File: src/rtl/core/cle_pkg.sv
`timescale 1ns / 1ps
// ----------------------------------------------------------------------------
// cle_pkg
// Shared constants for the console line editor: byte codes, word kinds,
// result types and configuration register indexes.
// ----------------------------------------------------------------------------
package cle_pkg;

  localparam int LINE_CAPACITY_DEF = 16;

  localparam int BYTE_W  = 8;
  localparam int KIND_W  = 2;
  localparam int TYPE_W  = 2;
  localparam int LEN_W   = 5;
  localparam int CFG_IDX_W = 2;

  // Input word kinds.
  localparam logic [KIND_W-1:0] KIND_TYPED = 2'd0;
  localparam logic [KIND_W-1:0] KIND_READ  = 2'd1;
  localparam logic [KIND_W-1:0] KIND_PEEK  = 2'd2;

  // Result types.
  localparam logic [TYPE_W-1:0] TYPE_ECHO = 2'd0;
  localparam logic [TYPE_W-1:0] TYPE_LINE = 2'd1;
  localparam logic [TYPE_W-1:0] TYPE_DATA = 2'd2;

  // Configuration register indexes.
  localparam logic [CFG_IDX_W-1:0] CFG_ERASE_ONE = 2'd0;
  localparam logic [CFG_IDX_W-1:0] CFG_ERASE_TWO = 2'd1;
  localparam logic [CFG_IDX_W-1:0] CFG_KILL      = 2'd2;

  // Fixed byte codes.
  localparam logic [BYTE_W-1:0] BYTE_CR  = 8'd13;
  localparam logic [BYTE_W-1:0] BYTE_LF  = 8'd10;
  localparam logic [BYTE_W-1:0] BYTE_SP  = 8'd32;
  localparam logic [BYTE_W-1:0] BYTE_BS  = 8'd8;
  localparam logic [BYTE_W-1:0] BYTE_NUL = 8'd0;

  // Register reset values.
  localparam logic [BYTE_W-1:0] ERASE_ONE_RST = 8'd8;
  localparam logic [BYTE_W-1:0] ERASE_TWO_RST = 8'd127;
  localparam logic [BYTE_W-1:0] KILL_RST      = 8'd21;

endpackage

File: src/rtl/core/cle_line_mem.sv
`timescale 1ns / 1ps
// ----------------------------------------------------------------------------
// cle_line_mem
// Line store: one write port and one read port with registered read data.
// ----------------------------------------------------------------------------
module cle_line_mem #(
  parameter int DEPTH = cle_pkg::LINE_CAPACITY_DEF + 1,
  parameter int AW    = $clog2(DEPTH)
) (
  input  logic                      clk,
  input  logic                      wr_en,
  input  logic [AW-1:0]             wr_addr,
  input  logic [cle_pkg::BYTE_W-1:0] wr_data,
  input  logic                      rd_en,
  input  logic [AW-1:0]             rd_addr,
  output logic [cle_pkg::BYTE_W-1:0] rd_data
);
  import cle_pkg::*;

  logic [BYTE_W-1:0] mem_r [DEPTH];
  logic [BYTE_W-1:0] rd_data_r;

  always_ff @(posedge clk) begin
    if (wr_en) begin
      mem_r[wr_addr] <= wr_data;
    end
    if (rd_en) begin
      rd_data_r <= mem_r[rd_addr];
    end
  end

  assign rd_data = rd_data_r;

endmodule

File: src/rtl/core/console_line_editor.sv
`timescale 1ns / 1ps
// ----------------------------------------------------------------------------
// console_line_editor
// Console line gathering with erase and kill editing and line read-out.
// ----------------------------------------------------------------------------
// Words are taken one at a time; in_ready is high only while the sequencer is
// idle. A typed byte that is stored or ignored gives no result. Each result
// is loaded into the output register once that is free, so an erase of a
// stored byte emits backspace, space, backspace (after a leading space for the
// first erase byte), a kill emits that triple per stored byte, and a carriage
// return emits a line feed. Read and peek words fetch from the line memory at
// accept and present the byte from the data state. The output register lets
// the next word be accepted while the final result of the previous one waits for out_ready.
module console_line_editor #(
  parameter int LINE_CAPACITY = cle_pkg::LINE_CAPACITY_DEF
) (
  input  logic                          clk,
  input  logic                          rst_n,
  input  logic                          in_valid,
  output logic                          in_ready,
  input  logic [cle_pkg::KIND_W-1:0]    in_kind,
  input  logic [cle_pkg::BYTE_W-1:0]    in_typed_byte,
  output logic                          out_valid,
  input  logic                          out_ready,
  output logic [cle_pkg::BYTE_W-1:0]    out_byte,
  output logic [cle_pkg::TYPE_W-1:0]    out_type,
  output logic [cle_pkg::LEN_W-1:0]     out_line_length,
  output logic                          out_last,
  input  logic                          cfg_valid,
  output logic                          cfg_ready,
  input  logic [cle_pkg::CFG_IDX_W-1:0] cfg_index,
  input  logic [cle_pkg::BYTE_W-1:0]    cfg_data
);
  import cle_pkg::*;

  localparam int DEPTH = LINE_CAPACITY + 1;
  localparam int AW    = (DEPTH > 1) ? $clog2(DEPTH) : 1;
  localparam logic [LEN_W-1:0] CAP = LEN_W'(LINE_CAPACITY);

  localparam logic [2:0] S_IDLE = 3'd0;
  localparam logic [2:0] S_SP   = 3'd1;
  localparam logic [2:0] S_DROP = 3'd2;
  localparam logic [2:0] S_LF   = 3'd3;
  localparam logic [2:0] S_DATA = 3'd4;

  localparam logic [1:0] PH_BS1 = 2'd0;
  localparam logic [1:0] PH_SP  = 2'd1;
  localparam logic [1:0] PH_BS2 = 2'd2;

  logic [2:0]        state_r, state_nxt;
  logic [1:0]        ph_r, ph_nxt;
  logic              kill_r, kill_nxt;
  logic              zero_r, zero_nxt;
  logic [LEN_W-1:0]  fc_r, fc_nxt;
  logic [LEN_W-1:0]  rp_r, rp_nxt;
  logic              done_r, done_nxt;
  logic [BYTE_W-1:0] erase_one_r, erase_two_r, kill_char_r;

  logic              out_valid_r;
  logic [BYTE_W-1:0] out_byte_r;
  logic [TYPE_W-1:0] out_type_r;
  logic [LEN_W-1:0]  out_len_r;
  logic              out_last_r;

  logic              ld;
  logic [BYTE_W-1:0] ld_byte;
  logic [TYPE_W-1:0] ld_type;
  logic [LEN_W-1:0]  ld_len;
  logic              ld_last;

  logic              out_free;
  logic [LEN_W-1:0]  fc_eff;
  logic [LEN_W-1:0]  fc_clamp;
  logic              rd_ok;

  logic              wr_en;
  logic [AW-1:0]     wr_addr;
  logic [BYTE_W-1:0] wr_data;
  logic              rd_en;
  logic [BYTE_W-1:0] rd_data;

  cle_line_mem #(
    .DEPTH (DEPTH),
    .AW    (AW)
  ) u_mem (
    .clk     (clk),
    .wr_en   (wr_en),
    .wr_addr (wr_addr),
    .wr_data (wr_data),
    .rd_en   (rd_en),
    .rd_addr (rp_r[AW-1:0]),
    .rd_data (rd_data)
  );

  assign in_ready  = (state_r == S_IDLE);
  assign out_free  = !out_valid_r || out_ready;
  assign cfg_ready = 1'b1;
  // A typed byte after a completed line starts a fresh line.
  assign fc_eff    = done_r ? '0 : fc_r;
  assign fc_clamp  = (fc_eff > CAP) ? CAP : fc_eff;
  assign rd_ok     = done_r && (rp_r <= fc_r);

  always_comb begin
    state_nxt = state_r;
    ph_nxt    = ph_r;
    kill_nxt  = kill_r;
    zero_nxt  = zero_r;
    fc_nxt    = fc_r;
    rp_nxt    = rp_r;
    done_nxt  = done_r;
    ld        = 1'b0;
    ld_byte   = BYTE_NUL;
    ld_type   = TYPE_ECHO;
    ld_len    = fc_r;
    ld_last   = 1'b0;
    wr_en     = 1'b0;
    wr_addr   = fc_eff[AW-1:0];
    wr_data   = in_typed_byte;
    rd_en     = 1'b0;

    unique case (state_r)
      S_IDLE: begin
        if (in_valid) begin
          case (in_kind)
            KIND_TYPED: begin
              if (done_r) begin
                done_nxt = 1'b0;
                fc_nxt   = '0;
                rp_nxt   = '0;
              end
              if (in_typed_byte == BYTE_CR) begin
                wr_en     = 1'b1;
                wr_addr   = fc_clamp[AW-1:0];
                wr_data   = BYTE_CR;
                fc_nxt    = fc_clamp;
                rp_nxt    = '0;
                done_nxt  = 1'b1;
                state_nxt = S_LF;
              end else if (in_typed_byte == erase_one_r) begin
                state_nxt = S_SP;
              end else if (in_typed_byte == erase_two_r) begin
                if (fc_eff != '0) begin
                  kill_nxt  = 1'b0;
                  ph_nxt    = PH_BS1;
                  state_nxt = S_DROP;
                end
              end else if (in_typed_byte == kill_char_r) begin
                if (fc_eff != '0) begin
                  kill_nxt  = 1'b1;
                  ph_nxt    = PH_BS1;
                  state_nxt = S_DROP;
                end
              end else if (fc_eff < CAP) begin
                wr_en  = 1'b1;
                fc_nxt = fc_eff + LEN_W'(1);
              end
            end
            KIND_READ, KIND_PEEK: begin
              rd_en    = rd_ok;
              zero_nxt = !rd_ok || ((in_kind == KIND_READ) && (rp_r >= fc_r));
              if ((in_kind == KIND_READ) && rd_ok && (rp_r < fc_r)) begin
                rp_nxt = rp_r + LEN_W'(1);
              end
              state_nxt = S_DATA;
            end
            default: begin
            end
          endcase
        end
      end
      S_SP: begin
        if (out_free) begin
          ld       = 1'b1;
          ld_byte  = BYTE_SP;
          ld_last  = (fc_r == '0);
          kill_nxt = 1'b0;
          ph_nxt   = PH_BS1;
          state_nxt = (fc_r != '0) ? S_DROP : S_IDLE;
        end
      end
      S_DROP: begin
        if (out_free) begin
          ld      = 1'b1;
          ld_byte = (ph_r == PH_SP) ? BYTE_SP : BYTE_BS;
          if (ph_r == PH_BS1) begin
            // The byte leaves the line with the first backspace.
            fc_nxt = fc_r - LEN_W'(1);
            ld_len = fc_r - LEN_W'(1);
          end
          ld_last = (ph_r == PH_BS2) && (!kill_r || (fc_r == '0));
          if (ph_r == PH_BS2) begin
            ph_nxt    = PH_BS1;
            state_nxt = ld_last ? S_IDLE : S_DROP;
          end else begin
            ph_nxt = ph_r + 2'd1;
          end
        end
      end
      S_LF: begin
        if (out_free) begin
          ld        = 1'b1;
          ld_byte   = BYTE_LF;
          ld_type   = TYPE_LINE;
          ld_last   = 1'b1;
          state_nxt = S_IDLE;
        end
      end
      S_DATA: begin
        if (out_free) begin
          ld        = 1'b1;
          ld_byte   = zero_r ? BYTE_NUL : rd_data;
          ld_type   = TYPE_DATA;
          ld_last   = 1'b1;
          state_nxt = S_IDLE;
        end
      end
      default: begin
        state_nxt = S_IDLE;
      end
    endcase
  end

  always_ff @(posedge clk) begin
    if (!rst_n) begin
      state_r     <= S_IDLE;
      ph_r        <= PH_BS1;
      kill_r      <= 1'b0;
      zero_r      <= 1'b0;
      fc_r        <= '0;
      rp_r        <= '0;
      done_r      <= 1'b0;
      out_valid_r <= 1'b0;
    end else begin
      state_r <= state_nxt;
      ph_r    <= ph_nxt;
      kill_r  <= kill_nxt;
      zero_r  <= zero_nxt;
      fc_r    <= fc_nxt;
      rp_r    <= rp_nxt;
      done_r  <= done_nxt;
      if (ld) begin
        out_valid_r <= 1'b1;
      end else if (out_ready) begin
        out_valid_r <= 1'b0;
      end
    end
  end

  always_ff @(posedge clk) begin
    if (ld) begin
      out_byte_r <= ld_byte;
      out_type_r <= ld_type;
      out_len_r  <= ld_len;
      out_last_r <= ld_last;
    end
  end

  always_ff @(posedge clk) begin
    if (!rst_n) begin
      erase_one_r <= ERASE_ONE_RST;
      erase_two_r <= ERASE_TWO_RST;
      kill_char_r <= KILL_RST;
    end else if (cfg_valid && cfg_ready) begin
      unique case (cfg_index)
        CFG_ERASE_ONE: erase_one_r <= cfg_data;
        CFG_ERASE_TWO: erase_two_r <= cfg_data;
        CFG_KILL:      kill_char_r <= cfg_data;
        default: begin
        end
      endcase
    end
  end

  assign out_valid       = out_valid_r;
  assign out_byte        = out_byte_r;
  assign out_type        = out_type_r;
  assign out_line_length = out_len_r;
  assign out_last        = out_last_r;

  a_fill_bound: assert property (@(posedge clk) disable iff (!rst_n)
    fc_r <= CAP)
    else $error("fill count above line capacity");

  a_read_within_line: assert property (@(posedge clk) disable iff (!rst_n)
    done_r |-> (rp_r <= fc_r))
    else $error("read position beyond completed line");

  a_drop_nonempty: assert property (@(posedge clk) disable iff (!rst_n)
    (state_r == S_DROP) && (ph_r == PH_BS1) |-> (fc_r != '0))
    else $error("erase started on an empty line");

  a_line_is_last: assert property (@(posedge clk) disable iff (!rst_n)
    out_valid_r && (out_type_r == TYPE_LINE) |-> out_last_r)
    else $error("line completion word not marked last");

endmodule

File: config.mk
export PLATFORM = sky130hd
export DESIGN_NAME = console_line_editor
export DESIGN_NICKNAME = d
export VERILOG_FILES = /design/src/rtl/core/cle_pkg.sv /design/src/rtl/core/cle_line_mem.sv /design/src/rtl/core/console_line_editor.sv
export SDC_FILE = /design/constraint.sdc
export NUM_CORES = 1
export LEC_CHECK = 0
export ABC_AREA = 1
export BUFFER_PORTS_ARGS = -buffer_cell sky130_fd_sc_hd__buf_2
export CAP_MARGIN = 20
export CORE_ASPECT_RATIO = 0.6
export CORE_UTILIZATION = 48
export CTS_BUF_LIST = sky130_fd_sc_hd__clkbuf_2
export DETAILED_ROUTE_END_ITERATION = 10
export PLACE_DENSITY = 0.66
export SLEW_MARGIN = 25
export SYNTH_ARGS = -nofsm -noshare
export SYNTH_HDL_FRONTEND = slang
export SYNTH_SLANG_ARGS = --single-unit
File: constraint.sdc
create_clock -name clk -period 3.6 [get_ports clk]
set_clock_uncertainty 0.05 [all_clocks]
set_input_delay 0 -clock clk [delete_from_list [all_inputs] [get_ports clk]]
set_output_delay 0 -clock clk [all_outputs]
set_load 0.02 [all_outputs]
After elaboration in Yosys (flattened, before gate mapping)
Memories as Yosys holds them, arrays and structs flattened. A register that Yosys moved wholly into a read port is not among the register bits.
Index checks and enable logic that the tools add are counted.
- register bits: 59
- RAM bits: 136
- input port bits: 25
- output and inout bits: 19
- logic and storage cells: 180
- memories: 1
- add/sub/neg operators: 4
- $lt $le $gt $ge: 5
- eq/ne operators: 28
- multiplexer cells: 91
- reduce and logical (&&, ||, !) cells: 36
- memory list (memory ; depth ; width ; rd ports ; clocked after memory_dff ; wr ports ; RTL line ; RTL):
    u_mem.mem_r ; 17 ; 8 ; 1 ; 1 ; 1 ; cle_line_mem.sv:20 ; logic [BYTE_W-1:0] mem_r [DEPTH];
- operators by type and width (cell ; count):
    5-bit two-way mux ; 19
    8-bit two-way mux ; 6
    8-bit case mux with 4 select lines ; 1
    1-bit two-way mux ; 30
    3-bit two-way mux ; 10
    2-bit two-way mux ; 13
    8-bit equality test ; 3
    5-bit case mux with 2 select lines ; 2
    6-bit two-way mux ; 3
    8-bit AND reduction ; 2
    2-bit inequality test, second input constant ; 7
    3-bit case mux with 4 select lines ; 1
    5-bit by 1-bit adder with 5-bit output, second input constant ; 2
    5-bit nonzero test ; 2
    3-bit AND reduction ; 3
    8-bit by 4-bit equality test with 1-bit output, second input constant ; 1
    2-bit nonzero test ; 4
    7-bit AND reduction ; 1
    2-bit by 1-bit equality test with 1-bit output, second input constant ; 3
    2-bit equality test, second input constant ; 3
    3-bit by 2-bit equality test with 1-bit output, second input constant ; 2
    2-bit zero test ; 3
    2-bit by 1-bit inequality test with 1-bit output, second input constant ; 3
    3-bit by 1-bit inequality test with 1-bit output, second input constant ; 2
    27 further kinds ; 38

Logic depth before layout (Yosys ltp)
Gate-level depths: netlist of run 1.
- word-level depth: 12
- depth in mapped cells: 15
- mapped depth without buffers: 14

Hierarchy
Synthesis of run 1 repeated with hierarchy kept, for this count alone.
- cell total of the unflattened synthesis: 1002
- area total of the unflattened synthesis: 9440.3 µm²
- modules (own cells, without submodules) (module ; times used ; cells each ; area each (µm²) ; sequential area each (µm²)):
    cle_line_mem ; 1 ; 493 ; 5894.4 ; 4324.1
    console_line_editor ; 1 ; 509 ; 3545.9 ; 1341.3

Worst setup path after synthesis of run 1
Ideal clock, no wire load.
- path kind: register to register
- start point: register rp_r[0]
- end point: register u_mem.rd_data_r[0] (netlist: u_mem.rd_data[0]) (read register of u_mem.mem_r) (enable)
- library setup time: 0.389 ns
- arrival time: 2.031 ns
- required time: 3.161 ns
- path slack: 1.130 ns
- cell stages (with the launch flop): 8
- buffers on the path: 3
- clock period less this slack: 2.470 ns
- cell sequence: dfxtp_1 > buf_2 > inv_1 > buf_4 > buf_2 > ha_1 > nand2_1 > a211oi_1
- longest elaborated chain between the ends: 5
- RTL lines (what ; RTL line ; RTL):
    start: declaration ; console_line_editor.sv:55 ; logic [LEN_W-1:0] rp_r, rp_nxt;
    start signal: assignment ; console_line_editor.sv:239 ; rp_r <= rp_nxt;
    5-bit <= comparator ; console_line_editor.sv:101 ; assign rd_ok = done_r && (rp_r <= fc_r);
    1-bit logical AND ; console_line_editor.sv:101 ;
    1-bit two-way mux ; console_line_editor.sv:124 ; case (in_kind)
    1-bit two-way mux ; console_line_editor.sv:123 ; if (in_valid) begin
    1-bit two-way mux ; console_line_editor.sv:121 ; unique case (state_r)
    net rd_en ; console_line_editor.sv:79 ; logic rd_en;
    end: declaration ; cle_line_mem.sv:21 ; logic [BYTE_W-1:0] rd_data_r;
The timed path passes the listed nets, and every way through them passes these cells.
A chain may end at the register's enable or synchronous reset.

Worst setup path after layout of run 1
- start point: register fc_r[0]
- end point: memory u_mem.mem_r[0][2] (enable)
- longest elaborated chain between the ends: 12
- elaborated cells on any way between the ends: 18
- those cells by class: order compare (2); mux (16)
- RTL lines (what ; RTL line ; RTL):
    start: declaration ; console_line_editor.sv:54 ; logic [LEN_W-1:0] fc_r, fc_nxt;
    start signal: assignment ; console_line_editor.sv:238 ; fc_r <= fc_nxt;
    5-bit two-way mux * ; console_line_editor.sv:99 ; assign fc_eff = done_r ? '0 : fc_r;
    5-bit < comparator ; console_line_editor.sv:153 ; end else if (fc_eff < CAP) begin
    1-bit two-way mux ; console_line_editor.sv:153 ;
    1-bit two-way mux ; console_line_editor.sv:147 ; end else if (in_typed_byte == kill_char_r) begin
    1-bit two-way mux ; console_line_editor.sv:141 ; end else if (in_typed_byte == erase_two_r) begin
    1-bit two-way mux ; console_line_editor.sv:139 ; end else if (in_typed_byte == erase_one_r) begin
    1-bit two-way mux ; console_line_editor.sv:131 ; if (in_typed_byte == BYTE_CR) begin
    1-bit two-way mux ; console_line_editor.sv:124 ;
    1-bit two-way mux ; console_line_editor.sv:123 ;
    1-bit two-way mux ; console_line_editor.sv:121 ;
    1-bit two-way mux ; cle_line_mem.sv:24 ; if (wr_en) begin
    1-bit two-way mux (not written as such) ; cle_line_mem.sv:25 ; mem_r[wr_addr] <= wr_data;
    end: declaration ; cle_line_mem.sv:20 ;
Every way passes the cells marked *; elsewhere a longest branch is shown, timed or not.

==> reports/metrics.csv, run 1 <==
metric,value,unit
Die Area,20210,sq um
Int Pwr,3899,uW
"Max FO, Critical Path",8,
hold-fix buffers at CTS,45,
htree depth,2,
synthesized flop and latch total,203,
"critical path, cell by cell",inv_1 -> nor2_1 -> inv_1 -> ha_1 -> o21ai_0 -> nand3_2 -> nand2_1 -> nand3_2 -> nor2_1,
Routability Congestion,1.030,
Peak Freq,346.4,MHz
total number of yosys warnings,0,
status,completed,
RSZ-0062 raised after global routing,false,
fillers,1730,
Flop pwr share,45.7,%
Logic pwr share,29.3,%
slowest CP cell,nor2_1,
Clock Latency Late Sink,0.77,ns
CTS root buffer,clkbuf_2,
headroom to the max-slew limit,41.21,%
critical path class,flip-flop to flip-flop,
Clk pwr share,25.0,%
worst vdd ir,0.2880,mV
first-pass GRT wire length,37.85,mm
DIE HEIGHT,110.5,um
Final Hold Vio Count,0,
Synth Area in Adders,1.594,%
CP Data Required Time,3.94,ns
Worst setup EP type,flip-flop,
via/cell ratio,5.348,
cts bufs inserted,48,
"Largest delay share family, worst path",simple AND/OR/NAND/NOR gates,
Final Critical Period,2.887,ns
number of global-route vias before repair,6868,
Synth area leaders,"edfxtp_1 51%, dfxtp_1 9.1%, nand2_1 8.7%, nor2_1 5.7%, o21ai_0 4.5%",
"worst slack, placed",0.7151,ns
area of the multi-input gates,3191,sq um
initial core utilization,49.24,%
Detailed Route Iter0 Violations,892,
DRC errors left,0,
Worst-Margin Slew,0.8818,ns
"EDFF count, synth",160,
Clock Tree Buf Depth,3,
mux share of post-synthesis cell area,0,%
nets,1138,
antenna cells,0,
sequential cell area fraction in the yosys report,60.15,%
pins over their slew limit,0,
core area,19130,sq um
Total Power,6194,uW
Setup TNS,0,ns
Pwr Density,576.5,nW/um^2
Worst Hold Class,primary input to flip-flop,
post-synth net total,1036,
max_cap viols,0,
"CTS clk-pin slew, worst paths",0.11,ns
FP Rows,39,
"antenna viol nets, final",0,
Avg Inst Size Synth,9.428,sq um
fraction of registers with async set/reset,0,%
Synth Cell Area,9419,sq um
switching share of power,37.04,%
drt pass-1 iters,5,
Synth Instances,999,
P_leak,0.004347,uW
"Largest stage delay, worst path",0.66,ns
GRT Util Overall,24.53,%
share of cells above drive strength 1,13.78,%
final core utilization,56.17,%
area fraction in compound gates after synthesis,11.44,%
Setup-failing EPs final,0,
total grt overflow,0,
Synth area leader,edfxtp_1,
TritonCTS clock tree,yes,
Psw,2294,uW
WL final,24.25,mm
post-synth top area share,51.01,%
post-route insts no fill,1405,
Final WS setup,0.7133,ns
"Setup Fix Bufs, Post-CTS",0,
simple logic cell fraction of the synthesized area,20.34,%
initial antenna violation count,0,
via count,7514,
xor/xnor share of the synthesized area,0.4649,%
wire per inst,17.26,um
HPWL after DPL,16.07,mm
Area Overhead vs Synth,14.07,%
# IOs,44,
total clock sinks,203,
post_cts resized,0,
register area,5667,sq um
Die Wd,182.8,um
largest net degree at the start of global routing,66,
CP arrival,3.23,ns
ys flop type,edfxtp_1,
largest family of logic cells by synthesized area,simple AND/OR/NAND/NOR gates,
Placed Instances,1272,
Buf/Inv on CP,2,
Port Buf Inserts,42,
final worst path period share,80.18,%
Yosys cell types,42,
startpoint type of the worst setup path,flip-flop,
[synth_stat cells, types with 6 or more instances]
master,instances
inv_1,91
clkbuf_1,30
nand4_1,6
inv_2,6
nor2_1,143
o22ai_1,14
ha_1,12
o21ai_0,85
nand2_1,219
buf_2,8
edfxtp_1,160
o221ai_1,10
nand3_1,51
dfxtp_1,43
a21oi_1,41
o211ai_1,17
[per-layer routing]
| metal | GRT usage [%] | part of all wire, % |
|---|---|---|
| met1 | 38.85 | 48 |
| met2 | 32.24 | 40 |
| met3 | 8.212 | 11 |
| met4 | 4.333 | 1.2 |
| met5 | 0 | 0 |
[cell usage in the layout (no fill, tap or decap), drive strengths merged]
| master | n |
|---|---|
| edfxtp | 160 |
| a22oi | 1 |
| a211oi | 3 |
| nand3 | 55 |
| and3 | 2 |
| a21oi | 42 |
| dfxtp | 43 |
| o211ai | 17 |
| clkinvlp | 1 |
| o22ai | 14 |
| a31oi | 3 |
| ha | 12 |
| o221ai | 10 |
| inv | 99 |
| a41oi | 4 |
| nand2 | 225 |
| clkbuf | 74 |
| buf | 48 |
| dlygate4sd3 | 45 |
| bufinv | 1 |
| xnor2 | 5 |
| a22o | 1 |
| o21ai | 85 |
| o32ai | 4 |
| clkinv | 15 |
| nor2 | 150 |
| nor3 | 6 |
| conb | 1 |
| nand4 | 6 |
| nor4 | 2 |
| or2 | 2 |
| nor3b | 3 |
[sequential cells by signal, summed over array words and instances (netlist names)]
signal / count
u_mem.mem_r: 136
out_type: 2
state_r: 3
kill_r: 1
rp_r: 5
erase_one_r: 8
ph_r: 2
out_valid: 1
kill_char_r: 8
zero_r: 1
out_line_length: 5
erase_two_r: 8
u_mem.rd_data: 8
fc_r: 5
done_r: 1
out_byte: 8
out_last: 1
[logic make-up (layout without fill, tap and decap cells)]
kind of cell	count (synthesis)	count (layout)
compound gates	184	184
xor+xnor	5	5
fa+ha+maj	12	12
buf+inv	143	283
flops	203	203
other cells	1	1
simple gates	451	451
[metrics by stage]
stage	cell area, sq um	hold slack, ns
after floorplan	9419	0.06322
after global placement	9833	0.2013
after detailed placement	9833	0.2092
after CTS	10740	0.001387
after global routing	10740	0.04644
final	10740	0.07751
[power groups by stage]
stage / Clock, uW / Sequential (uW) / Combinational (uW)
floorplan: 0 / 2980 / 1140
global placement: 0 / 2880 / 1750
detailed placement: 0 / 2880 / 1740
CTS: 1580 / 2830 / 1790
global route: 1700 / 2850 / 2020
finish: 1550 / 2830 / 1810
[worst paths after layout]
path         slack, ns                 to            from  cells past startpoint
max reg2reg       0.71  u_mem.mem_r[0][2]         fc_r[0]                      9
min reg2reg       0.43     erase_one_r[1]  erase_one_r[1]                      2
max               0.71  u_mem.mem_r[0][2]         fc_r[0]                      9
min               0.08     erase_one_r[2]     cfg_data[2]                      4
[layout make-up]
| class | instances | area share (%) |
|---|---|---|
| well taps | 266 | 3.098 |
| inverters | 102 | 3.610 |
| repair buffers | 93 | 6.568 |
| multi-input cells | 653 | 29.70 |
| clock inverters | 14 | 0.8385 |
| flip-flops and latches | 203 | 52.74 |
| clock buffers | 74 | 3.447 |
[worst reg2reg max path, stage by stage, from the launching register on]
cell and delay [ns]:
dfxtp_1 0.41, inv_1 0.17, nor2_1 0.35, inv_1 0.11
ha_1 0.28, o21ai_0 0.12, nand3_2 0.10, nand2_1 0.10
nand3_2 0.18, nor2_1 0.66
Note: power is estimated with default switching activity, not from simulation.
==> run 2, diff against run 1 <==
clock period = 2.66 ns   (was 3.6 ns; I/O delays follow)
==> run 2 against run 1 <==
Compared with the run above:
- final area grew 3.4%
- register-to-register slack worse by 0.54 ns
- die area stayed put
- flip-flop and latch count did not move
- sequential power up 35%
- total power grew 39%
- largest power group unchanged
- critical endpoint is now erase_two_r[6]
==> reports/metrics.csv, run 2 (synthesis results as in run 1) <==
metric,value,unit,change
Logic pwr share,30.3,%,+1.0 points
pins over their slew limit,0,,unchanged
initial core utilization,49.24,%,unchanged
FF-to-FF path depth,11,,+2
"worst slack, placed",0.2077,ns,-0.5074 ns
Setup-failing EPs final,0,,unchanged
wire per inst,17.75,um,+2.8%
"critical path, cell by cell",dlygate4sd3_1 -> buf_2 -> inv_1 -> nand3_1 -> dlygate4sd3_1 -> inv_1 -> nand2_1 -> dlygate4sd3_1 -> o211ai_1 -> dlygate4sd3_1,,
# IOs,44,,unchanged
cts bufs inserted,47,,-2.1%
switching share of power,36.91,%,-0.14 points
initial antenna violation count,1,,+1
Final Critical Period,2.516,ns,
number of global-route vias before repair,7278,,+6.0%
"commonest non-fill, non-tap cell in the layout",nand2_1,,
Biggest register,u_mem.mem_r,,
GR peak layer,met1,,
Final Hold Vio Count,0,,unchanged
status,completed,,
Pwr Density,775.6,nW/um^2,+35%
most frequent cells in the layout,"219 x nand2_1, 160 x edfxtp_1, 142 x nor2_1, 90 x inv_1, 85 x o21ai_0",,
HPWL after DPL,17.12,mm,+6.6%
CTS root buffer,clkbuf_2,,
GRT Util Overall,26.11,%,+1.6 points
"antenna viol nets, final",0,,unchanged
drt pass-1 iters,7,,+2
Worst setup EP type,flip-flop,,
"Largest stage delay, worst path",0.62,ns,-0.04 ns
"Largest delay share family, worst path",buffers and inverters,,
Port Buf Inserts,42,,unchanged
P_leak,0.004571,uW,+5.1%
M1 GR Usage,39.82,%,+0.96 points
Worst-Margin Slew,0.7119,ns,-0.1699 ns
core area,19130,sq um,unchanged
Clock Latency Late Sink,0.75,ns,-0.02 ns
Die Wd,182.8,um,unchanged
M3 GR Usage,9.301,%,+1.1 points
Int Pwr,5435,uW,+39%
worst vdd ir,0.3975,mV,+38%
number of flip-flops in the largest register,136,,unchanged
CP arrival,3.14,ns,-0.09 ns
Worst Hold Class,primary input to flip-flop,,
R2R Path Start,kill_char_r[5],,
via count,7784,,+3.6%
Buf/Inv on CP,7,,+5
htree depth,2,,unchanged
total clock sinks,203,,unchanged
Final WS setup,0.1439,ns,-0.5694 ns
max_cap viols,0,,unchanged
"Max FO, Critical Path",13,,+5
Setup TNS,0,ns,unchanged
share of cells above drive strength 1,16.44,%,+2.7 points
hold_sp,cfg_data[3],,
Detailed Route Iter0 Violations,795,,-11%
DIE HEIGHT,110.5,um,unchanged
R2R setup slack,0.17,ns,-0.54 ns
TritonCTS clock tree,yes,,
via/cell ratio,5.379,,+0.59%
hold path depth,4,,unchanged
startpoint type of the worst setup path,primary input,,
nets,1182,,+3.9%
met2 Use GR,35.14,%,+2.9 points
first-pass GRT wire length,40.25,mm,+6.3%
critical path class,primary input to flip-flop,,
most frequent CP cell,dlygate4sd3_1,,
Clock Tree Buf Depth,3,,unchanged
WL final,25.68,mm,+5.9%
total grt overflow,0,,unchanged
"Endpoint, Worst Hold",kill_char_r[3],,
Routability Congestion,0.9027,,-12%
DRC errors left,0,,unchanged
Psw,3180,uW,+39%
headroom to the max-slew limit,52.36,%,+11 points
FP Rows,39,,unchanged
RSZ-0062 raised after global routing,true,,
Flop pwr share,44.5,%,-1.2 points
worst flop-to-flop path endpoint,fc_r[4],,
slowest CP cell,dlygate4sd3_1,,
Total Power,8615,uW,+39%
CP Data Required Time,3.28,ns,-0.66 ns
Die Area,20210,sq um,unchanged
Area Overhead vs Synth,17.92,%,
final worst path period share,94.59,%,
Clk pwr share,25.2,%,+0.2 points
Peak Freq,397.4,MHz,
"CTS clk-pin slew, worst paths",0.11,ns,about the same
largest net degree at the start of global routing,66,,unchanged
run 2: cell count changes in the layout (fill, tap and decap cells not counted), sizes merged:
cell,before,now
inv,99,98
clkinv,15,14
clkinvlp,1,0
bufinv,1,2
dlygate4sd3,45,49
diode,0,1
clkbuf,74,72
buf,48,89
run 2: per-stage QoR:
step	instances	util [%]	cell area [sq um]	hold slack, ns
2_1_floorplan	999	-	9419	0.06322
3_3_place_gp	1313	53.08	10150	0.2022
3_5_place_dp	1313	53.08	10150	0.2063
4_1_cts	1446	58.04	11100	0.01883
5_1_grt	1447	58.07	11110	0.04858
6_report	1447	58.07	11110	0.05241
run 2: worst register-to-register path: stages (launching register included):
cell	delay [ns]
dfxtp_1	0.34
inv_1	0.09
nand2_1	0.05
nand2_1	0.07
nor2_1	0.04
nand2_1	0.06
nor2_1	0.03
dlygate4sd3_1	0.55
nor2_1	0.31
dlygate4sd3_1	0.65
nand3_1	0.08
a31oi_1	0.13
run 2: power by group through the flow:
| stage | logic, uW | registers (uW) | clock network (uW) |
|---|---|---|---|
| after floorplan | 1540 | 4030 | 0 |
| after global placement | 2490 | 3900 | 0 |
| after detailed placement | 2480 | 3910 | 0 |
| after CTS | 2550 | 3830 | 2210 |
| after global routing | 2870 | 3860 | 2360 |
| final | 2610 | 3830 | 2170 |
run 2: worst max-delay path by stage:
stage	startpoint	to	slack, ns	depth (start not counted)
floorplan	rp_r[0]	u_mem.rd_data[0]	0.19	7
global placement	done_r	u_mem.mem_r[5][6]	0.27	9
detailed placement	done_r	u_mem.mem_r[11][0]	0.21	9
CTS	done_r	u_mem.mem_r[7][7]	0.19	9
global route	done_r	u_mem.mem_r[11][2]	-0.06	9
finish	cfg_index[1]	erase_two_r[6]	0.14	10
run 2: timing repair:
item,4_1_cts,5_1_grt
hold buffers,49,0
endpoints found under the hold margin,214,0
setup endpoints to repair,0,27
resized for setup,0,1
setup buffers,0,0
run 2: routing by layer:
layer | vias to the layer above | wire length, um
li1 | 3723 | -
met1 | 3654 | 12140
met2 | 378 | 10140
met3 | 29 | 3119
met4 | 0 | 283
met5 | - | 0
run 2: layout make-up:
class / instances / area (sq um)
multi-input cells: 653 / 3193
clock inverters: 12 / 97.59
diodes: 1 / 2.502
well taps: 266 / 332.8
fillers: 1683 / 8021
repair buffers: 138 / 1066
inverters: 102 / 387.9
clock buffers: 72 / 360.3
flip-flops and latches: 203 / 5667
==> run 3, diff against run 2 <==
SYNTH_HIERARCHICAL = 1   (was not set)
==> run 3 against run 2 <==
Compared with the run above:
- final area shrank 1.4%
- total power is 5.3% lower
- critical path depth shrank 2
- highest routed layer unchanged
- worst setup slack improved by 0.034 ns
- sequential share of layout area is 0.71 points higher
- maximum frequency increased by 1.4%
- non-clock buffer count decreased by 2
- synthesized cell count up 0.30%
- first-iteration DRC count grew 0.13%
==> reports/metrics.csv, run 3 <==
metric,value,unit,change
critical path class,primary input to flip-flop,,
core area,19130,sq um,unchanged
RSZ-0062 raised after global routing,false,,
M1 GR Usage,40.09,%,+0.27 points
wire per inst,16.62,um,-6.4%
Setup-failing EPs final,0,,unchanged
share of cells above drive strength 1,16.54,%,+0.099 points
CTS root buffer,clkbuf_2,,
final core utilization,57.27,%,-0.80 points
ys flop type,edfxtp_1,,
total grt overflow,0,,unchanged
nets,1180,,-0.17%
headroom to the max-slew limit,55.54,%,+3.2 points
Pwr Density,744.7,nW/um^2,-4.0%
"Largest stage delay, worst path",0.59,ns,-0.03 ns
Worst-Margin Slew,0.6669,ns,-0.04506 ns
Biggest register,u_mem/mem_r,,
cts bufs inserted,46,,-2.1%
synth cell count leaders,"325 x nand2_1, 160 x edfxtp_1, 140 x nand3_1, 75 x nor2_1, 69 x inv_1",,
largest net degree at the start of global routing,65,,-1.5%
GR peak layer,met1,,
htree depth,2,,unchanged
startpoint type of the worst setup path,primary input,,
Avg Inst Size Synth,9.421,sq um,about the same
slowest CP cell,dlygate4sd3_1,,
Synth area leaders,"edfxtp_1 51%, nand2_1 13%, dfxtp_1 9.1%, nand3_1 7.4%, nor2_1 3.0%",,
"EDFF count, synth",160,,unchanged
CP arrival,3.05,ns,-0.09 ns
via/cell ratio,5.222,,-2.9%
DRC errors left,0,,unchanged
Worst Hold Class,primary input to flip-flop,,
worst vdd ir,0.3583,mV,-9.9%
Hold Slack,0.06167,ns,+0.009255 ns
# IOs,44,,unchanged
post-synth top area share,50.89,%,-0.11 points
number of flip-flops in the largest register,136,,unchanged
Clock Tree Buf Depth,3,,unchanged
Die Wd,183.1,um,+0.11%
"commonest non-fill, non-tap cell in the layout",nand2_1,,
TritonCTS clock tree,yes,,
Final Hold Vio Count,0,,unchanged
first-pass GRT wire length,37.74,mm,-6.3%
HPWL after DPL,15.87,mm,-7.3%
Buf/Inv on CP,6,,-1
initial core utilization,49.35,%,+0.11 points
most frequent CP cell,dlygate4sd3_1,,
"antenna viol nets, final",0,,unchanged
met2 Use GR,31.71,%,-3.4 points
initial antenna violation count,0,,-1
via count,7546,,-3.1%
FP Rows,39,,unchanged
"Largest delay share family, worst path",buffers and inverters,,
total number of yosys warnings,6,,+6
Routability Congestion,0.9346,,+3.5%
DIE HEIGHT,110.6,um,+0.11%
Port Buf Inserts,42,,unchanged
Worst setup EP type,flip-flop,,
synthesized flop and latch total,203,,unchanged
Yosys cell types,41,,-2.4%
"CTS clk-pin slew, worst paths",0.11,ns,about the same
Final Critical Period,2.482,ns,-0.03444 ns
Clock Latency Late Sink,0.74,ns,about the same
Setup TNS,0,ns,unchanged
status,completed,,
post-synth net total,1039,,+0.29%
fraction of registers with async set/reset,0,%,unchanged
"Max FO, Critical Path",3,,-10
antenna cells,0,,-1
"Setup Fix Bufs, Post-CTS",0,,unchanged
drt pass-1 iters,6,,-1
Detailed Route Iter0 Violations,796,,+0.13%
Area Overhead vs Synth,16.04,%,
M3 GR Usage,5.475,%,-3.8 points
Peak Freq,403.0,MHz,+1.4%
number of global-route vias before repair,6958,,-4.4%
total clock sinks,203,,unchanged
sequential cell area fraction in the yosys report,60.01,%,-0.14 points
Synth area leader,edfxtp_1,,
GRT Util Overall,24.32,%,-1.8 points
Synth Cell Area,9440,sq um,+0.23%
R2R Path Start,state_r[0],,
Die Area,20250,sq um,+0.23%
P_leak,0.004547,uW,-0.52%
most frequent cells in the layout,"324 x nand2_1, 160 x edfxtp_1, 140 x nand3_1, 75 x nor2_1, 75 x clkbuf_2",,
max_cap viols,0,,unchanged
Synth Instances,1002,,+0.30%
most frequent cell after synthesis,nand2_1,,
WL final,24.01,mm,-6.5%
CP Launch Point,cfg_data[4],,
"critical path, cell by cell",dlygate4sd3_1 -> dlygate4sd3_1 -> buf_2 -> dlygate4sd3_1 -> nand2_1 -> dlygate4sd3_1 -> nand3_1 -> dlygate4sd3_1,,
pins over their slew limit,0,,unchanged
final worst path period share,93.29,%,-1.3 points
CP Data Required Time,3.23,ns,-0.05 ns
hold_sp,cfg_data[6],,
run 3: worst paths after layout:
kind | endpoint | slack [ns] | depth (start not counted)
hold reg to reg | erase_one_r[5] | 0.42 | 2
setup / recovery | erase_two_r[4] | 0.18 | 8
setup reg to reg | state_r[2] | 0.18 | 10
hold / removal | kill_char_r[6] | 0.06 | 4
run 3: area by class of cell:
cell class | count | area, sq um
multi-input combinational | 679 | 3182
timing repair buffer | 136 | 1069
clock inverter | 9 | 36.28
tap | 266 | 332.8
sequential | 203 | 5667
inverter | 77 | 292.8
clock buffer | 75 | 375.4
fill | 1724 | 8174
run 3: where the power goes:
group          switching [uW]  internal (uW)  leakage, uW
sequential                118           3730      0.00180
combinational            1620            757      0.00241
clock                    1200            733     0.000330
total                    2940           5220      0.00455
run 3: logic make-up (layout without fill, tap and decap cells):
kind of cell | Yosys count | after routing | synth area share, %
AND/OR/NAND/NOR | 572 | 572 | 25.78
flip-flops | 203 | 203 | 60.01
buffers and inverters | 120 | 297 | 6.375
AO/OA/AOI/OAI | 78 | 78 | 4.718
XOR/XNOR | 16 | 16 | 1.484
adder cells (fa/ha/maj) | 12 | 12 | 1.590
other | 1 | 1 | 0.03972
run 3: routing by layer:
layer / up-vias / part of all wire (%)
met2: 375 / 39
met5: - / 0
met3: 35 / 11
met4: 0 / 1.2
met1: 3478 / 49
li1: 3658 / -
run 3: repair_timing:
| action | 4_1_cts | 5_1_grt |
|---|---|---|
| hold buffers | 52 | 0 |
| endpoints found under the setup margin | 0 | 10 |
| gates resized for setup | 0 | 2 |
| endpoints found under the hold margin | 214 | 0 |
run 3: through the flow:
step | std cells | setup slack, ns | cell area, sq um | power, uW
6_report | 1445 | 0.1784 | 10950 | 8157
5_1_grt | 1445 | 0.01476 | 10950 | 8655
2_1_floorplan | 1002 | 0.1731 | 9447 | 5504
4_1_cts | 1446 | 0.1384 | 10960 | 8170
3_5_place_dp | 1310 | 0.2171 | 10030 | 6183
3_3_place_gp | 1310 | 0.2590 | 10030 | 6166
run 3: worst min-delay path: cells and delay by family:
kind / cells / cell delay, ns
buffers and inverters: 2 / 0.62
AOI/OAI and AO/OA: 2 / 0.18
